<file path="src/hw/rtl/htsc_pkg.sv">
// Shared types, codes and helpers for the humidity / temperature converter.
package htsc_pkg;

  localparam int DEF_FRAC_BITS = 24;

  // Configuration port
  localparam int CFG_AW = 1;
  localparam int CFG_DW = 3;
  localparam logic [CFG_AW-1:0] CFG_SUPPLY = 1'b0;
  localparam logic [CFG_AW-1:0] CFG_RES    = 1'b1;

  // Supply selector codes; anything above 5 V acts as 5 V
  localparam logic [2:0] VSEL_2V5 = 3'd0;
  localparam logic [2:0] VSEL_3V0 = 3'd1;
  localparam logic [2:0] VSEL_3V5 = 3'd2;
  localparam logic [2:0] VSEL_4V0 = 3'd3;
  localparam logic [2:0] VSEL_5V0 = 3'd4;

  localparam logic RES_LOW  = 1'b0;
  localparam logic RES_HIGH = 1'b1;

  // Humidity clamp codes
  localparam logic [1:0] CLAMP_NONE = 2'd0;
  localparam logic [1:0] CLAMP_HIGH = 2'd1;
  localparam logic [1:0] CLAMP_LOW  = 2'd2;

  localparam logic [13:0] RH_MAX_CENTI = 14'd10000;
  localparam logic [13:0] RH_MIN_CENTI = 14'd10;

  typedef struct packed {
    logic [13:0] raw_temp;
    logic [11:0] raw_hum;
  } in_word_t;

  typedef struct packed {
    logic signed [15:0] temp_c_centi;
    logic signed [15:0] temp_f_centi;
    logic [13:0]        rh_centi;
    logic [1:0]         rh_clamp;
  } out_word_t;

  // Stage enables handed to the split multiplier
  typedef struct packed {
    logic s4;
    logic s5;
  } mul_en_t;

  // Apply sign to a centi magnitude and saturate to 16 bits
  function automatic logic signed [15:0] sat_centi(input logic neg, input logic [16:0] m);
    logic [16:0] n;
    n = 17'd0 - m;
    if (neg) begin
      return (m > 17'd32768) ? 16'sh8000 : $signed(n[15:0]);
    end
    return (m > 17'd32767) ? 16'sh7fff : $signed(m[15:0]);
  endfunction

endpackage

</file>
<file path="src/hw/rtl/htsc_rnd_mul.sv">
// Two-stage split magnitude multiplier with round-half-up back to FRAC_BITS.
module htsc_rnd_mul #(
  parameter int FRAC_BITS = htsc_pkg::DEF_FRAC_BITS,
  parameter int A_W       = htsc_pkg::DEF_FRAC_BITS + 10,
  parameter int B_W       = htsc_pkg::DEF_FRAC_BITS + 3
) (
  input  logic                         clk,
  input  htsc_pkg::mul_en_t            en,
  input  logic [A_W-1:0]               a_mag,
  input  logic [B_W-1:0]               b_mag,
  output logic [A_W+B_W-FRAC_BITS-1:0] prod
);

  localparam int SA = (A_W + 1) / 2;
  localparam int SB = (B_W + 1) / 2;
  localparam int HA = A_W - SA;
  localparam int HB = B_W - SB;
  localparam int PW = A_W + B_W;
  localparam int MW = PW - FRAC_BITS;
  localparam longint HALF = longint'(1) <<< (FRAC_BITS - 1);

  logic [SA+SB-1:0] pll_r;
  logic [SA+HB-1:0] plh_r;
  logic [HA+SB-1:0] phl_r;
  logic [HA+HB-1:0] phh_r;
  logic [PW-1:0]    sum;
  logic [MW-1:0]    prod_nxt;
  logic [MW-1:0]    prod_r;

  // Partial products
  always_ff @(posedge clk) begin
    if (en.s4) begin
      pll_r <= (SA+SB)'(a_mag[SA-1:0]) * (SA+SB)'(b_mag[SB-1:0]);
      plh_r <= (SA+HB)'(a_mag[SA-1:0]) * (SA+HB)'(b_mag[B_W-1:SB]);
      phl_r <= (HA+SB)'(a_mag[A_W-1:SA]) * (HA+SB)'(b_mag[SB-1:0]);
      phh_r <= (HA+HB)'(a_mag[A_W-1:SA]) * (HA+HB)'(b_mag[B_W-1:SB]);
    end
  end

  always_comb begin
    sum = (PW'(phh_r) << (SA + SB)) + (PW'(phl_r) << SA) + (PW'(plh_r) << SB)
        + PW'(pll_r) + PW'(HALF);
    prod_nxt = sum[PW-1:FRAC_BITS];
  end

  always_ff @(posedge clk) begin
    if (en.s5) begin
      prod_r <= prod_nxt;
    end
  end

  assign prod = prod_r;

endmodule
</file>
<file path="config.mk">
export PLATFORM = sky130hd
export DESIGN_NAME = htsc_rnd_mul
export DESIGN_NICKNAME = d
export VERILOG_FILES = /design/src/hw/rtl/htsc_pkg.sv /design/src/hw/rtl/htsc_rnd_mul.sv
export SDC_FILE = /design/constraint.sdc
export NUM_CORES = 2
export LEC_CHECK = 0
export ABC_AREA = 1
export BUFFER_PORTS_ARGS = -buffer_cell sky130_fd_sc_hd__buf_2
export CAP_MARGIN = 15
export CORE_AREA = 3 3 380 307
export CTS_CLUSTER_DIAMETER = 80
export DETAILED_ROUTE_END_ITERATION = 10
export DIE_AREA = 0 0 383 310
export SLEW_MARGIN = 20
export SYNTH_ARGS = -nofsm -noshare
export SYNTH_HDL_FRONTEND = slang
export SYNTH_SLANG_ARGS = --single-unit
export TNS_END_PERCENT = 50
</file>
<file path="constraint.sdc">
create_clock -name clk -period 12.95 [get_ports clk]
set_input_delay 0.6475 -clock clk [delete_from_list [all_inputs] [get_ports clk]]
set_output_delay 0.6475 -clock clk [all_outputs]
set_load 0.02 [all_outputs]
</file>
# After elaboration in Yosys (flattened, before gate mapping)
# Index checks and enable logic that the tools add are counted.
dict set report word_totals {
  ff_bits 159
  in_bits 64
  out_inout_bits 37
  elab_cells 13
}
dict set report classes {
  addsub 4
  n_mul 4
}
# cell n
set op_table {}
lappend op_table {{$mul A17 B14 Y31} 2}
lappend op_table {{$add A61 B24 Y61 const B} 1}
lappend op_table {{$add A61 B31 Y61} 1}
lappend op_table {{$add A61 B44 Y61} 1}
lappend op_table {{$add A61 B48 Y61} 1}
lappend op_table {{$mul A17 B13 Y30} 2}

# Depth between registers and ports, before layout
dict set report depth {
  depth_word 4
  depth_mapped 28
  ltp_nobuf 26
}

# Worst setup path after synthesis
# No wires, ideal clock.
dict set report synth_path {
  path_kind {input to register}
  from {input port a_mag[28]}
  to {register phl_r[30] (data pin)}
  setup_ns 0.253
  arrival_ns 5.495
  required_time_ns 12.697
  slack_ns 7.202
  path_stages 23
  path_buffers 2
  cell_sequence {clkbuf_1 buf_1 nand2_1 fa_1 fa_1 inv_1 fa_1 fa_1 fa_1 inv_1 fa_1 inv_1 ha_1 nand2_1 inv_1 a21oi_1 nor2_1 nor2_1 nand3_1 nand2_1 nand3_1 nand2_1 nand2_1}
}
dict set report synth_between {
  elab_chain_cells 1
}
# element line_no
set synth_rtl {}
lappend synth_rtl {{start, declared} htsc_rnd_mul.sv:9} ;# input logic [A_W-1:0] a_mag,
lappend synth_rtl {{$mul A17 B14 Y31} htsc_rnd_mul.sv:35} ;# phl_r <= (HA+SB)'(a_mag[A_W-1:SA]) * (HA+SB)'(b_mag[SB-1:0]);
lappend synth_rtl {{end signal, assigned} htsc_rnd_mul.sv:35}
lappend synth_rtl {{end, declared} htsc_rnd_mul.sv:24} ;# logic [HA+SB-1:0] phl_r;
# No other way between the ends.
# A chain may end at the register's enable or synchronous reset.

# Worst setup path in the final report
dict set report layout_path {
  from {input port b_mag[2]}
  to {register phl_r[17] (data pin)}
}
dict set report layout_between {
  elab_chain_cells 1
}
# element line_no
set layout_rtl {}
lappend layout_rtl {{start, declared} htsc_rnd_mul.sv:10} ;# input logic [B_W-1:0] b_mag,
lappend layout_rtl {{$mul A17 B14 Y31} htsc_rnd_mul.sv:35}
# No other way between the ends.

==> impl_metrics.py <==
metrics = {
    "outcome": {
        "status": "finished clean",
    },
    "timing": {
        "worstMarginPinSlew_ns": 1.15,
        "finalHoldViolCount": 0,
        "final-max-slew-violation-count": 0,
        "clock_skew_ns": 0.0149,
        "fmax_mhz": 163,
        "relSlewSlack_pct": 23.7,
        "final.min_clock_period_ns": 6.13,
        "rsz0062_at_grt": "false",
        "fin_crit_sh_pct": 47.3,
        "setup_viol": 0,
        "setup_tns_ns": 0,
    },
    "setup_path": {
        "slowest_stage": "buf_2",
        "cpPeakStageDelay_ns": 0.67,
        "start_kind": "input pin",
        "required_ns": 13.20,
        "crit_buf_inv": 4,
        "path_class": "in -> reg",
        "path_cells": "buf_2 > nand2_1 > fa_1 > fa_1 > inv_1 > fa_1 > inv_1 > fa_1 > fa_1 > fa_1 > inv_1 > ha_1 > nand2_1 > nor2_1 > nand4_1 > o21ai_2 > nand2_1 > nand2_1 > xor2_1",
        "cp.depth": 19,
        "crit_path_frequent_cell": "fa_1",
        "critPathCaptureType": "register",
        "r2r_cells": 10,
        "crit_arrival_ns": 6.38,
        "critical_path.max_fanout": 34,
        "critical-path-top-delay-family": "adder cells",
    },
    "cts": {
        "cts_buffers": 17,
        "clk_pin_slew_worst_paths_ns": 0.07,
        "clk_path_buf_depth": 2,
        "clock_latency_ns": 0.46,
        "ctsResizeCount": 0,
        "tritoncts": "done",
        "cts_max_level": 4,
        "cts_root_buf": "clkbuf_16",
        "clock_sinks": 145,
        "postCtsHoldBufs": 0,
        "post-cts-setup-buffer-count": 0,
    },
    "logic_synthesis": {
        "synth_top_area_share_pct": 35.9,
        "postSynthAreaPerCell_um2": 7.77,
        "synth-compound-area-share_pct": 4.52,
        "ys_warn_count": 0,
        "yosys.cell_types.count": 51,
        "synth-xor-area-share_pct": 2.21,
        "synth-simple-area-share_pct": 18.5,
        "netlist_area_um2": 39600,
        "synth_top_family_by_area": "adder cells",
        "syn_inst": 5092,
        "synth.largest_area_cell": "fa_1",
        "netlist_top_cells_area": "fa_1, nand2_1, ha_1",
        "synthMuxAreaShare_pct": 0,
        "synth_fa_ha_area_share_pct": 48.9,
        "ys_seq_elements": 145,
        "synth_seq_area_share_pct": 11.0,
        "synth_fp_nets": 6276,
    },
    "cells_and_area": {
        "fin_nets": 6197,
        "drive_above_1_share_pct": 3.50,
        "area_growth_pct": 5.79,
    },
    "grt": {
        "antenna_found_initial": 12,
        "grt_first_pass_wirelength_um": 186000,
        "grt.total_usage_pct": 20.2,
        "grt_pass1_vias": 32400,
        "grt.overflow.total": 0,
        "grt_max_degree": 78,
    },
    "die": {
        "die_x_um": 383,
        "dieArea_um2": 119000,
        "core_area_um2": 113000,
        "die_h_um": 310,
        "pin_count": 101,
        "row_count": 110,
        "start_util_pct": 35.1,
    },
    "placed_design": {
        "gp_congestion": 0.904,
        "numPortBuffers": 100,
        "hpwl_um": 91500,
    },
    "detailed_routing": {
        "initialDrtViolationCount": 2542,
        "vias": 31500,
        "firstDrtPassIters": 6,
        "ant_nets": 0,
        "drc": 0,
        "viasPerCell": 4.81,
        "routedWlPerCell_um": 17.8,
        "totalWireLength_um": 116000,
    },
    "job": {
        "cap_viol_max_count": 0,
    },
    "min_path": {
        "min_path_type": "reg -> reg",
        "holdPathStages": 2,
    },
}
==> flip-flops by register name (all words and copies together), names as in the netlist <==
name / count
phh_r: 30
phl_r: 31
plh_r: 30
pll_r: 17
prod: 37
==> worst paths after layout <==
check,startpoint,endpoint,slack (ns)
worst max-delay path,b_mag[2],phl_r[17]$_DFFE_PP_,6.82
worst min-delay path,phh_r[29]$_DFFE_PP_,prod[36]$_DFFE_PP_,0.64
worst max register to register,pll_r[30]$_DFFE_PP_,prod[27]$_DFFE_PP_,9.75
worst min register to register,phh_r[29]$_DFFE_PP_,prod[36]$_DFFE_PP_,0.64
==> stage by stage <==
step,area (um^2),std cells,hold slack (ns),setup WS [ns],util [%]
final,41800,6544,0.635,6.82,37.1
after global routing,41800,6543,0.654,6.52,37.1
after CTS,41800,6538,0.634,6.91,37.1
after detailed placement,41200,6506,0.616,6.41,36.6
after global placement,41200,6506,0.601,6.51,36.6
after floorplan,39600,5092,0.567,7.20,-
==> synth_stat cells, drive strengths merged <==
cell type / instances
nand3b: 3
clkinv: 1
o21a: 8
o31ai: 1
or2: 1
a21oi: 152
o21ai: 83
o22ai: 2
a31o: 1
ha: 410
nand4: 33
a21boi: 6
buf: 9
a211oi: 1
and3: 3
a22oi: 1
nand3: 108
o211ai: 5
fa: 710
o21bai: 17
nor3: 29
nand2b: 1
xnor2: 22
xor2: 78
a31oi: 14
nor4: 6
clkbuf: 202
and2: 1
inv: 1346
edfxtp: 145
nand2: 1445
a21o: 18
nor2: 230
==> worst reg2reg max path: stages, from the launching register on <==
cell and delay (ns):
edfxtp_1 0.50, fa_1 0.48, ha_1 0.31, ha_1 0.42, nand2_1 0.14, nor2_1 0.27
nand2_1 0.18, nor4_1 0.23, nand3_1 0.21, nand4_1 0.15, nand2_1 0.07
==> cell type report <==
class                   instances  area (um^2)
diodes                          6         15.0
clock buffers                  18          429
clock inverters                14          153
fillers                     11700        70900
inverters                    1347         5060
multi-input cells            3389        29300
flip-flops and latches        145         4350
well taps                    1512         1890
repair buffers                113          601
==> logic make-up after synthesis <==
logic type | Yosys count
AOI/OAI and AO/OA | 309
xor gates and xnor gates | 100
adders and majority gates | 1120
buffers and inverters | 1558
DFF | 145
and+or+nand+nor | 1860
==> metal layers <==
metal | share of wire [%] | GRT usage [%] | wire length (um)
met5 | 0.038 | 0 | 44
met3 | 9.3 | 4.27 | 10800
met1 | 50 | 31.5 | 58200
met2 | 40 | 28.9 | 46200
met4 | 1.0 | 2.91 | 1220
==> layout by cell type, fill, tap and decap left out, types with 78 or more instances in the layout <==
master    Yosys  layout
ha_1        410     410
inv_1      1345    1345
fa_1        710     710
buf_2         3      99
edfxtp_1    145     145
a21oi_1     151     151
nand3_1     107     107
xor2_1       78      78
nand2_1    1437    1437
nor2_1      227     227
Power is not shown: default switching activity piles up to over one toggle a cycle in this logic, so the estimate is an artifact.
